### config.mk
export PLATFORM = sky130hd
export DESIGN_NAME = uudecode_char_stream
export DESIGN_NICKNAME = d
export VERILOG_FILES = /design/src/rtl/core/uud_pkg.sv /design/src/rtl/core/uud_front.sv /design/src/rtl/core/uud_fifo.sv /design/src/rtl/core/uud_back.sv /design/src/rtl/core/uudecode_char_stream.sv
export SDC_FILE = /design/constraint.sdc
export NUM_CORES = 1
export LEC_CHECK = 0
export BUFFER_PORTS_ARGS = -buffer_cell sky130_fd_sc_hd__buf_2
export CAP_MARGIN = 5
export CORE_MARGIN = 5
export CORE_UTILIZATION = 56
export CTS_BUF_LIST = sky130_fd_sc_hd__clkbuf_8 sky130_fd_sc_hd__clkbuf_16
export CTS_CLUSTER_SIZE = 12
export DETAILED_ROUTE_END_ITERATION = 10
export HOLD_SLACK_MARGIN = 0.15
export PLACE_DENSITY_LB_ADDON = 0.15
export SLEW_MARGIN = 0
export SYNTH_ARGS = -nofsm -noshare
export SYNTH_HDL_FRONTEND = slang
export SYNTH_HIERARCHICAL = 1
export SYNTH_SLANG_ARGS = --single-unit
### constraint.sdc
create_clock -name i_clk -period 3.1 [get_ports i_clk]
set_input_delay 0.155 -clock i_clk [delete_from_list [all_inputs] [get_ports i_clk]]
set_output_delay 0.155 -clock i_clk [all_outputs]
set_load 0.01 [all_outputs]
### src/rtl/core/uud_pkg.sv
`timescale 1ns / 1ps
`default_nettype none
// ---------------------------------------------------------------------------
// uud_pkg
// Shared types, character codes and helpers of the uudecode character stream.
// ---------------------------------------------------------------------------
package uud_pkg;

    localparam logic [7:0] CHAR_NEWLINE  = 8'd10;
    localparam logic [7:0] CHAR_SPACE    = 8'd32;
    localparam logic [7:0] CHAR_BACKTICK = 8'd96;
    localparam logic [7:0] SEXTET_MASK   = 8'd63;
    localparam logic [6:0] COLUMN_MAX    = 7'd127;

    localparam int GROUP_DEPTH = 4;
    localparam int GROUP_PTR_W = $clog2(GROUP_DEPTH);
    localparam int GROUP_CNT_W = $clog2(GROUP_DEPTH + 1);

    // One decoded group of up to three bytes, first byte in the high bits.
    typedef struct packed {
        logic [23:0] word;
        logic [1:0]  nb;
        logic        line_end;
    } t_group;

    function automatic logic [5:0] to_sextet(input logic [7:0] c);
        logic [7:0] v;
        v = (c == CHAR_BACKTICK) ? CHAR_SPACE : c;
        return 6'((v - CHAR_SPACE) & SEXTET_MASK);
    endfunction

    function automatic logic [7:0] begin_char(input logic [2:0] idx);
        logic [7:0] ch;
        unique case (idx)
            3'd0:    ch = "b";
            3'd1:    ch = "e";
            3'd2:    ch = "g";
            3'd3:    ch = "i";
            3'd4:    ch = "n";
            default: ch = 8'h00;
        endcase
        return ch;
    endfunction

    function automatic logic [7:0] end_char(input logic [1:0] idx);
        logic [7:0] ch;
        unique case (idx)
            2'd0:    ch = "e";
            2'd1:    ch = "n";
            2'd2:    ch = "d";
            default: ch = 8'h00;
        endcase
        return ch;
    endfunction

endpackage
`default_nettype wire

### src/rtl/core/uud_front.sv
`timescale 1ns / 1ps
`default_nettype none
// ---------------------------------------------------------------------------
// uud_front
// Line parser: tracks column, count and marker lines, gathers sextets and
// hands each completed group to the group queue.
// ---------------------------------------------------------------------------
module uud_front
    import uud_pkg::*;
(
    input  wire logic       i_clk,
    input  wire logic       i_rst_n,
    input  wire logic       i_accept,
    input  wire logic [7:0] i_char,
    output logic            o_push,
    output t_group          o_group
);

    logic [6:0]  r_column,     n_column;
    logic [5:0]  r_line_count, n_line_count;
    logic [5:0]  r_bytes_done, n_bytes_done;
    logic [17:0] r_accum,      n_accum;
    logic [1:0]  r_index,      n_index;
    logic        r_begin,      n_begin;
    logic        r_end,        n_end;
    logic        r_skip,       n_skip;

    logic [5:0] sextet;
    logic [5:0] remain;
    logic [1:0] nb;
    logic       begin_hit;
    logic       end_hit;
    logic       stop;

    assign sextet = to_sextet(i_char);
    assign remain = r_line_count - r_bytes_done;
    assign nb     = (remain < 6'd3) ? remain[1:0] : 2'd3;

    always_comb begin
        n_column     = r_column;
        n_line_count = r_line_count;
        n_bytes_done = r_bytes_done;
        n_accum      = r_accum;
        n_index      = r_index;
        n_begin      = r_begin;
        n_end        = r_end;
        n_skip       = r_skip;
        begin_hit    = 1'b0;
        end_hit      = 1'b0;
        stop         = 1'b0;
        o_push       = 1'b0;
        o_group      = '0;
        if (i_accept) begin
            if (i_char == CHAR_NEWLINE) begin
                n_column     = '0;
                n_line_count = '0;
                n_bytes_done = '0;
                n_accum      = '0;
                n_index      = '0;
                n_begin      = 1'b0;
                n_end        = 1'b0;
                n_skip       = 1'b0;
            end else begin
                if (r_column != COLUMN_MAX) begin
                    n_column = r_column + 7'd1;
                end
                if (r_column == 7'd0) begin
                    n_line_count = sextet;
                    n_bytes_done = '0;
                    n_accum      = '0;
                    n_index      = '0;
                    n_begin      = (i_char == begin_char(3'd0));
                    n_end        = (i_char == end_char(2'd0));
                    n_skip       = (sextet == 6'd0);
                end else if (!r_skip) begin
                    if (r_column <= 7'd4) begin
                        begin_hit = r_begin && (i_char == begin_char(r_column[2:0]));
                        n_begin   = begin_hit;
                        if (r_column == 7'd4 && begin_hit) begin
                            n_skip = 1'b1;
                            stop   = 1'b1;
                        end
                    end
                    if (!stop && r_column <= 7'd2) begin
                        end_hit = r_end && (i_char == end_char(r_column[1:0]));
                        n_end   = end_hit;
                        if (r_column == 7'd2 && end_hit) begin
                            n_skip = 1'b1;
                            stop   = 1'b1;
                        end
                    end
                    if (!stop && r_bytes_done < r_line_count) begin
                        if (r_index != 2'd3) begin
                            n_accum = {r_accum[11:0], sextet};
                            n_index = r_index + 2'd1;
                        end else begin
                            o_push           = 1'b1;
                            o_group.word     = {r_accum, sextet};
                            o_group.nb       = nb;
                            o_group.line_end = (remain <= 6'd3);
                            n_bytes_done     = r_bytes_done + {4'b0, nb};
                            n_accum          = '0;
                            n_index          = '0;
                        end
                    end
                end
            end
        end
    end

    always_ff @(posedge i_clk) begin
        if (!i_rst_n) begin
            r_column     <= '0;
            r_line_count <= '0;
            r_bytes_done <= '0;
            r_accum      <= '0;
            r_index      <= '0;
            r_begin      <= 1'b0;
            r_end        <= 1'b0;
            r_skip       <= 1'b0;
        end else begin
            r_column     <= n_column;
            r_line_count <= n_line_count;
            r_bytes_done <= n_bytes_done;
            r_accum      <= n_accum;
            r_index      <= n_index;
            r_begin      <= n_begin;
            r_end        <= n_end;
            r_skip       <= n_skip;
        end
    end

endmodule
`default_nettype wire

### src/rtl/core/uud_fifo.sv
`timescale 1ns / 1ps
`default_nettype none
// ---------------------------------------------------------------------------
// uud_fifo
// Short queue of decoded groups between the parser and the byte emitter.
// ---------------------------------------------------------------------------
module uud_fifo
    import uud_pkg::*;
(
    input  wire logic   i_clk,
    input  wire logic   i_rst_n,
    input  wire logic   i_push,
    input  wire t_group i_group,
    input  wire logic   i_pop,
    output logic        o_full,
    output logic        o_valid,
    output t_group      o_group
);

    t_group                  r_mem [GROUP_DEPTH];
    logic [GROUP_PTR_W-1:0]  r_wr_ptr, n_wr_ptr;
    logic [GROUP_PTR_W-1:0]  r_rd_ptr, n_rd_ptr;
    logic [GROUP_CNT_W-1:0]  r_count,  n_count;
    logic                    do_push;
    logic                    do_pop;

    assign o_full   = (r_count == GROUP_CNT_W'(GROUP_DEPTH));
    assign o_valid  = (r_count != '0);
    assign o_group  = r_mem[r_rd_ptr];
    assign do_push  = i_push && !o_full;
    assign do_pop   = i_pop && o_valid;
    assign n_wr_ptr = do_push ? r_wr_ptr + GROUP_PTR_W'(1) : r_wr_ptr;
    assign n_rd_ptr = do_pop ? r_rd_ptr + GROUP_PTR_W'(1) : r_rd_ptr;

    always_comb begin
        n_count = r_count;
        if (do_push && !do_pop) begin
            n_count = r_count + GROUP_CNT_W'(1);
        end else if (do_pop && !do_push) begin
            n_count = r_count - GROUP_CNT_W'(1);
        end
    end

    always_ff @(posedge i_clk) begin
        if (do_push) begin
            r_mem[r_wr_ptr] <= i_group;
        end
    end

    always_ff @(posedge i_clk) begin
        if (!i_rst_n) begin
            r_wr_ptr <= '0;
            r_rd_ptr <= '0;
            r_count  <= '0;
        end else begin
            r_wr_ptr <= n_wr_ptr;
            r_rd_ptr <= n_rd_ptr;
            r_count  <= n_count;
        end
    end

endmodule
`default_nettype wire

### src/rtl/core/uud_back.sv
`timescale 1ns / 1ps
`default_nettype none
// ---------------------------------------------------------------------------
// uud_back
// Byte emitter: splits the head group into bytes, one per cycle while the
// output is not stalled, into a registered output stage.
// ---------------------------------------------------------------------------
module uud_back
    import uud_pkg::*;
(
    input  wire logic       i_clk,
    input  wire logic       i_rst_n,
    input  wire logic       i_grp_valid,
    input  wire t_group     i_group,
    output logic            o_pop,
    output logic            o_out_valid,
    input  wire logic       i_out_ready,
    output logic [7:0]      o_out_byte,
    output logic            o_out_last_of_run,
    output logic            o_out_last_of_line
);

    logic [1:0] r_k, n_k;
    logic       r_valid;
    logic [7:0] r_byte;
    logic       r_run;
    logic       r_line;
    logic       advance;
    logic       emit;
    logic       last;
    logic [7:0] sel_byte;

    assign advance = !r_valid || i_out_ready;
    assign emit    = advance && i_grp_valid;
    assign last    = (r_k == i_group.nb - 2'd1);
    assign o_pop   = emit && last;
    assign n_k     = emit ? (last ? 2'd0 : r_k + 2'd1) : r_k;

    always_comb begin
        unique case (r_k)
            2'd0:    sel_byte = i_group.word[23:16];
            2'd1:    sel_byte = i_group.word[15:8];
            default: sel_byte = i_group.word[7:0];
        endcase
    end

    always_ff @(posedge i_clk) begin
        if (emit) begin
            r_byte <= sel_byte;
            r_run  <= last;
            r_line <= last && i_group.line_end;
        end
    end

    always_ff @(posedge i_clk) begin
        if (!i_rst_n) begin
            r_valid <= 1'b0;
            r_k     <= '0;
        end else begin
            if (advance) begin
                r_valid <= i_grp_valid;
            end
            r_k <= n_k;
        end
    end

    assign o_out_valid        = r_valid;
    assign o_out_byte         = r_byte;
    assign o_out_last_of_run  = r_run;
    assign o_out_last_of_line = r_line;

endmodule
`default_nettype wire

### src/rtl/core/uudecode_char_stream.sv
`timescale 1ns / 1ps
`default_nettype none
// ---------------------------------------------------------------------------
// uudecode_char_stream
// Streaming uudecoder: characters in, decoded bytes out.
// ---------------------------------------------------------------------------
// One character is accepted per cycle while the group queue has room; the
// parser works in the cycle of acceptance. Each fourth data character yields
// one group of up to three bytes, which the emitter sends one byte per cycle
// while the output is not stalled, through a registered output: a group is
// written to the queue, and each of its bytes then to the output register.
// Sustained input rate is one character per cycle, limited only by output
// back-pressure filling the four-group queue. No clearing pass follows reset.
// ---------------------------------------------------------------------------
module uudecode_char_stream
    import uud_pkg::*;
(
    input  wire logic       i_clk,
    input  wire logic       i_rst_n,
    input  wire logic       i_in_valid,
    output logic            o_in_ready,
    input  wire logic [7:0] i_in_char,
    output logic            o_out_valid,
    input  wire logic       i_out_ready,
    output logic [7:0]      o_out_byte,
    output logic            o_out_last_of_run,
    output logic            o_out_last_of_line
);

    logic   accept;
    logic   push;
    logic   pop;
    logic   full;
    logic   grp_valid;
    t_group grp_in;
    t_group grp_head;

    assign o_in_ready = !full;
    assign accept     = i_in_valid && o_in_ready;

    uud_front u_front (
        .i_clk    (i_clk),
        .i_rst_n  (i_rst_n),
        .i_accept (accept),
        .i_char   (i_in_char),
        .o_push   (push),
        .o_group  (grp_in)
    );

    uud_fifo u_fifo (
        .i_clk    (i_clk),
        .i_rst_n  (i_rst_n),
        .i_push   (push),
        .i_group  (grp_in),
        .i_pop    (pop),
        .o_full   (full),
        .o_valid  (grp_valid),
        .o_group  (grp_head)
    );

    uud_back u_back (
        .i_clk              (i_clk),
        .i_rst_n            (i_rst_n),
        .i_grp_valid        (grp_valid),
        .i_group            (grp_head),
        .o_pop              (pop),
        .o_out_valid        (o_out_valid),
        .i_out_ready        (i_out_ready),
        .o_out_byte         (o_out_byte),
        .o_out_last_of_run  (o_out_last_of_run),
        .o_out_last_of_line (o_out_last_of_line)
    );

endmodule
`default_nettype wire

==> impl_metrics.tcl, run 1 <==
set metrics [dict create \
    hold_ws_ns 0.248 \
    num_antenna_cells 0 \
    layout-drive-gt1-share_pct 25.4 \
    drv_cap 0 \
    clock_path_buffers 2 \
    hold_viol 0 \
    clock_sinks 172 \
    dp.cells 832 \
    async_reset_ff_share_pct 0 \
    slowest_delay_ns 0.38 \
    synth_nets 648 \
    drv_slew 0 \
    die_w_um 129 \
    synth_top_cells_by_count "edfxtp_1 (118), nand2_1 (80), dfxtp_1 (54), and3_1 (26), mux2i_1 (25)" \
    gp_congestion 0.947 \
    worstPathMaxFanout 5 \
    cts_tree "yes" \
    synth-edff-count 118 \
    instances_no_fill 878 \
    cts.clk_slew.worst_paths_ns 0.06 \
    track_usage_pct 22.5 \
    tns_ns 0 \
    coreArea_sq_um 13900 \
    critPathArrivalTime_ns 3.40 \
    synth_seq_cells 172 \
    fp.dieH_um 129 \
    netlist_top_cells_area "edfxtp_1 (45%), dfxtp_1 (14%), mux4_2 (6.5%), nand2_1 (3.8%), ha_1 (3.5%)" \
    power_mw 5.00 \
    path_delay_family "adder cells" \
    hpwl_um 11400 \
    synth_top_flop_cell "edfxtp_1" \
    dr.first_iter.drc_count 410 \
    area_growth_pct 19.2 \
    rsz0062_at_grt "yes" \
    dieArea_sq_um 16700 \
    htreeDepth 4 \
    crit_path_end_kind "flop" \
    ir_drop_uv 369 \
    via_count 5329 \
    power_per_cell_area_nw_per_um2 528 \
    crit_chain "ha_1 -> ha_1 -> o21a_1 -> o2111ai_4 -> a2111oi_4 -> nor3_4 -> nor2b_4 -> ha_4 -> inv_2 -> fa_2 -> xor2_1 -> or3_1 -> a21boi_1" \
    finalSetupViolations 0 \
    nNetsFinal 722 \
    synth_area_sq_um 7940 \
    drt-total-wl_um 17600 \
    worst_pin_slew_ns 1.01 \
    utilization_pct 68.2 \
    synth_cell_type_count 67 \
    criticalPathCategory "reg2reg" \
    hold_path_class "in2reg" \
    fmax_mhz 328 \
    routed_via_density 6.07 \
    synthCells 611 \
    p_leak_nw 3.58 \
    numCtsBuffers 17 \
    antenna_left 0 \
    dr.pass1.iters 5 \
    synth_top_area_share_pct 44.6 \
    drc 0 \
    synth_most_common_cell "edfxtp_1" \
    grt_max_degree 45 \
    clock_latency_ns 0.43 \
    cts_root_buffer "clkbuf_16" \
    slew_headroom_pct 32.7 \
    min_period_over_period_pct 98.2 \
    critPathBufInv 1 \
    start_util_pct 57.2 \
    cp-start-kind "flop" \
    cpMaxStageDelayCell "dfxtp_4" \
    io_pins 24 \
    wl_per_cell_um 20.1 \
    status "completed" \
    grt_pass1_vias 5396 \
    io_buffers 23 \
    avgSynthCellArea_sq_um 13.0 \
    synth_top_cell_by_area "edfxtp_1" \
    grt_pass1_wl_um 28700 \
    ys_seq_area_share_pct 58.2 \
    cp.required_ns 3.46 \
    overflow 0 \
    finClkSkew_ns 0.0111 \
    final.min_clock_period_ns 3.05 \
    antenna_found_initial 0 \
    cp_common_cell "ha_1" \
    ys_warn_count 6 \
    rows 43 \
]
[repair_timing]
action / CTS / global route
cloned: 0 / 0
pin swaps: 2 / 7
hold endpoints to repair: 11 / 0
hold buffers: 7 / 0
gates resized for setup: 8 / 20
setup endpoints to repair: 4 / 83
buffers inserted: 2 / 4
[registers in the layout, indices dropped and copies added, names as in the netlist, 3 cells and up, named ones only]
signal,count
u_back/o_out_byte,8
u_fifo/r_count,3
u_fifo/r_mem,108
u_front/r_accum,18
u_front/r_bytes_done,6
u_front/r_column,7
u_front/r_line_count,6
[path summary, 6_finish.rpt]
path                                 from                       to  slack [ns]  cells past startpoint
setup / recovery      u_front/r_column[0]        u_fifo/r_count[2]        0.05                     13
hold / removal                    i_rst_n  u_front/r_bytes_done[1]        0.25                      4
setup reg to reg      u_front/r_column[0]        u_fifo/r_count[2]        0.05                     13
hold reg to reg   u_front/r_line_count[0]  u_front/r_line_count[0]        0.46                      2
[area by class of cell]
class	instances	area, sq um
repair buffers	86	672
multi-input cells	385	3220
flip-flops and latches	172	4640
inverters	23	88.8
clock buffers	18	439
well taps	180	225
clock inverters	14	180
fillers	988	4410
[power breakdown]
group / internal (mW) / switching [mW] / leakage [nW]
clock: 1.36 / 0.846 / 0.319
combinational: 0.151 / 0.183 / 1.63
sequential: 2.44 / 0.0168 / 1.63
total: 3.95 / 1.05 / 3.58
[metrics by stage]
stage	instance area, sq um	setup WS [ns]
final	9470	0.0543
after global routing	9470	-0.0570
after CTS	9330	0.00391
after detailed placement	8600	-0.132
after global placement	8600	-0.0469
after floorplan	8030	0.00689
[metal layers]
layer  GRT usage, %  routed length (um)  vias to the layer above
met3           4.45                 894                       19
met5              0                   0                        -
met1           30.5                7710                     2682
met2           37.5                8780                      167
met4           6.30                 230                        0
li1               -                   -                     2461
[logic make-up (layout without fill, tap and decap cells)]
kind of cell    after synthesis  in the layout  share of synthesized area [%]
simple gates                213            213                           13.8
xor+xnor                     12             12                           1.32
buf+inv                      54            141                           3.48
compound gates               83             83                           7.94
flops                       172            172                           58.2
mux                          52             52                           11.0
fa+ha+maj                    25             25                           4.22
[worst reg2reg max path, delay by kind of cell (launching register included)]
| kind | cells | cell delay, ns |
|---|---|---|
| buffers and inverters | 1 | 0.04 |
| AO/OA/AOI/OAI | 4 | 0.68 |
| XOR/XNOR | 1 | 0.16 |
| adder cells (fa/ha/maj) | 4 | 0.96 |
| AND/OR/NAND/NOR | 3 | 0.75 |
| flip-flops | 1 | 0.38 |
[placed cells by master (no fill, tap or decap), drive strengths merged, types with 22 or more instances in the layout]
master  count
dfxtp      54
mux2i      25
a21oi      23
and3       26
mux4       27
buf        79
nand2      80
edfxtp    118
inv        29
ha         22
Note: power is estimated with default switching activity, not from simulation.
==> run 2: changes to the inputs <==
--- a/config.mk
+++ b/config.mk
@@ -12,7 +12,7 @@
 export CTS_BUF_LIST = sky130_fd_sc_hd__clkbuf_8 sky130_fd_sc_hd__clkbuf_16
 export CTS_CLUSTER_SIZE = 12
 export DETAILED_ROUTE_END_ITERATION = 10
-export HOLD_SLACK_MARGIN = 0.15
+export MAX_ROUTING_LAYER = met4
 export PLACE_DENSITY_LB_ADDON = 0.15
 export SLEW_MARGIN = 0
 export SYNTH_ARGS = -nofsm -noshare
==> run 2 against run 1 <==
Effect of this change: via count increased by 0.21%; sequential power about the same; sequential share of layout area is 0.37 points higher; combinational power increased by 2%; non-clock buffer count is 2 lower; final cell count is 0.23% lower; critical path depth increased by 2; design area shrank 0.74%; worst hold slack got worse by 0.18 ns; setup slack lost 0.026 ns; die area is the same.
==> impl_metrics.tcl, run 2 (synthesis results as in run 1) <==
set metrics [dict create \
    instances_no_fill 876 \
    critical_path.startpoint "u_front/r_line_count[0]" \
    fp.dieH_um 129 \
    largest_reg_flops 108 \
    utilization_pct 67.7 \
    final_common_cell "edfxtp_1" \
    cpMaxStageDelayCell "fa_2" \
    rows 43 \
    num_antenna_cells 0 \
    whs_path_depth 3 \
    routed_via_density 6.10 \
    dieArea_sq_um 16700 \
    worstPathMaxFanout 5 \
    finalSetupViolations 0 \
    hold_path_class "in2reg" \
    min_period_over_period_pct 99.1 \
    hpwl_um 11500 \
    status "completed" \
    fmax_mhz 326 \
    start_util_pct 57.2 \
    power_per_cell_area_nw_per_um2 508 \
    io_pins 24 \
    cp.required_ns 3.45 \
    p_leak_nw 3.55 \
    top_register "u_fifo/r_mem" \
    coreArea_sq_um 13900 \
    r2r_start "u_front/r_line_count[0]" \
    criticalPathCategory "reg2reg" \
    dp.cells 837 \
    gp_congestion 0.929 \
    nNetsFinal 720 \
    critPathBufInv 2 \
    antenna_found_initial 0 \
    overflow 0 \
    dr.first_iter.drc_count 450 \
    cts_hold_buffers 0 \
    cts_root_buffer "clkbuf_16" \
    cts.clk_slew.worst_paths_ns 0.06 \
    tns_ns 0 \
    grt_pass1_vias 5422 \
    final_area_sq_um 9400 \
    crit_cells 15 \
    drc 0 \
    drv_slew 0 \
    track_usage_pct 23.1 \
    mostFrequentLayoutCells "edfxtp_1 (118), nand2_1 (78), buf_4 (56)" \
    slowest_delay_ns 0.37 \
    ir_drop_uv 394 \
    cts_tree "yes" \
    drt-total-wl_um 17800 \
    placed_cell_area_sq_um 8640 \
    rsz0062_at_grt "yes" \
    r2r_end "u_fifo/r_count[2]" \
    grt_max_degree 45 \
    path_delay_family "simple AND/OR/NAND/NOR gates" \
    via_count 5340 \
    numCtsBuffers 17 \
    antenna_left 0 \
    grt_pass1_wl_um 28300 \
    crit_path_end_kind "flop" \
    critPathArrivalTime_ns 3.43 \
    hold_viol 0 \
    power_mw 4.78 \
    reg2reg_depth 15 \
    finClkSkew_ns 0.0118 \
    area_growth_pct 18.3 \
    clock_sinks 172 \
    layout-drive-gt1-share_pct 26.7 \
    cp-start-kind "flop" \
    clock_latency_ns 0.42 \
    die_w_um 129 \
    final.min_clock_period_ns 3.07 \
    dr.pass1.iters 5 \
    htreeDepth 4 \
    clock_path_buffers 2 \
    crit_end "u_fifo/r_count[2]" \
    io_buffers 23 \
    slew_headroom_pct 17.1 \
    crit_chain "inv_1 -> ha_2 -> fa_2 -> nor2b_4 -> o31a_1 -> or3_4 -> nand2_2 -> nor3_4 -> nor2b_4 -> ha_4 -> inv_2 -> fa_2 -> xor2_1 -> or3_1 -> a21boi_1" \
    worst_pin_slew_ns 1.24 \
    drv_cap 0 \
    wl_per_cell_um 20.3 \
    r2r_slack_ns 0.03 \
]
run 2: worst min path at each step:
stage	to	start
after CTS	u_front/r_line_count[4]	i_in_char[4]
after detailed placement	u_front/r_accum[17]	u_front/r_accum[17]
final	u_front/r_line_count[4]	i_in_char[4]
after floorplan	u_back/r_k[0]	i_rst_n
after global placement	u_front/r_end	u_front/r_end
after global routing	u_front/r_accum[4]	i_in_char[4]
run 2: per-stage QoR:
| stage | hold slack (ns) | setup slack, ns |
|---|---|---|
| finish | 0.0659 | 0.0284 |
| global route | 0.0843 | -0.132 |
| CTS | 0.0318 | -0.0307 |
| detailed placement | 0.449 | -0.147 |
| global placement | 0.440 | -0.0339 |
| floorplan | 0.273 | 0.00689 |
run 2: layout make-up:
type,instances,area [sq um]
timing repair buffer,84,636
sequential,172,4640
multi-input combinational,385,3250
clock buffer,19,453
tap,180,225
clock inverter,13,98.8
inverter,23,93.8
fill,971,4480
run 2: what timing repair did:
item | CTS | global route
setup buffers | 3 | 4
pin swaps | 4 | 12
gates resized for setup | 12 | 24
setup endpoints to repair | 2 | 115
run 2: power by group:
group	total (mW)	switching (mW)	internal [mW]
logic	0.341	0.190	0.151
registers	2.45	0.0172	2.44
clock network	1.98	0.844	1.14
total	4.78	1.05	3.73
run 2: per-layer routing:
layer | part of all wire (%) | vias to the layer above | global-route usage, % | wire length (um)
met5 | 0 | - | - | 0
met4 | 1.6 | 0 | 7.60 | 280
met3 | 6.0 | 28 | 5.28 | 1070
met2 | 48 | 179 | 36.3 | 8580
met1 | 44 | 2672 | 30.1 | 7850
li1 | - | 2461 | - | -
run 2: worst reg2reg max path, cell delays in order, from the launching register on:
cell	delay [ns]
dfxtp_2	0.32
inv_1	0.04
ha_2	0.19
fa_2	0.37
nor2b_4	0.13
o31a_1	0.17
or3_4	0.14
nand2_2	0.07
nor3_4	0.21
nor2b_4	0.23
ha_4	0.15
inv_2	0.04
fa_2	0.35
xor2_1	0.15
or3_1	0.31
a21boi_1	0.12
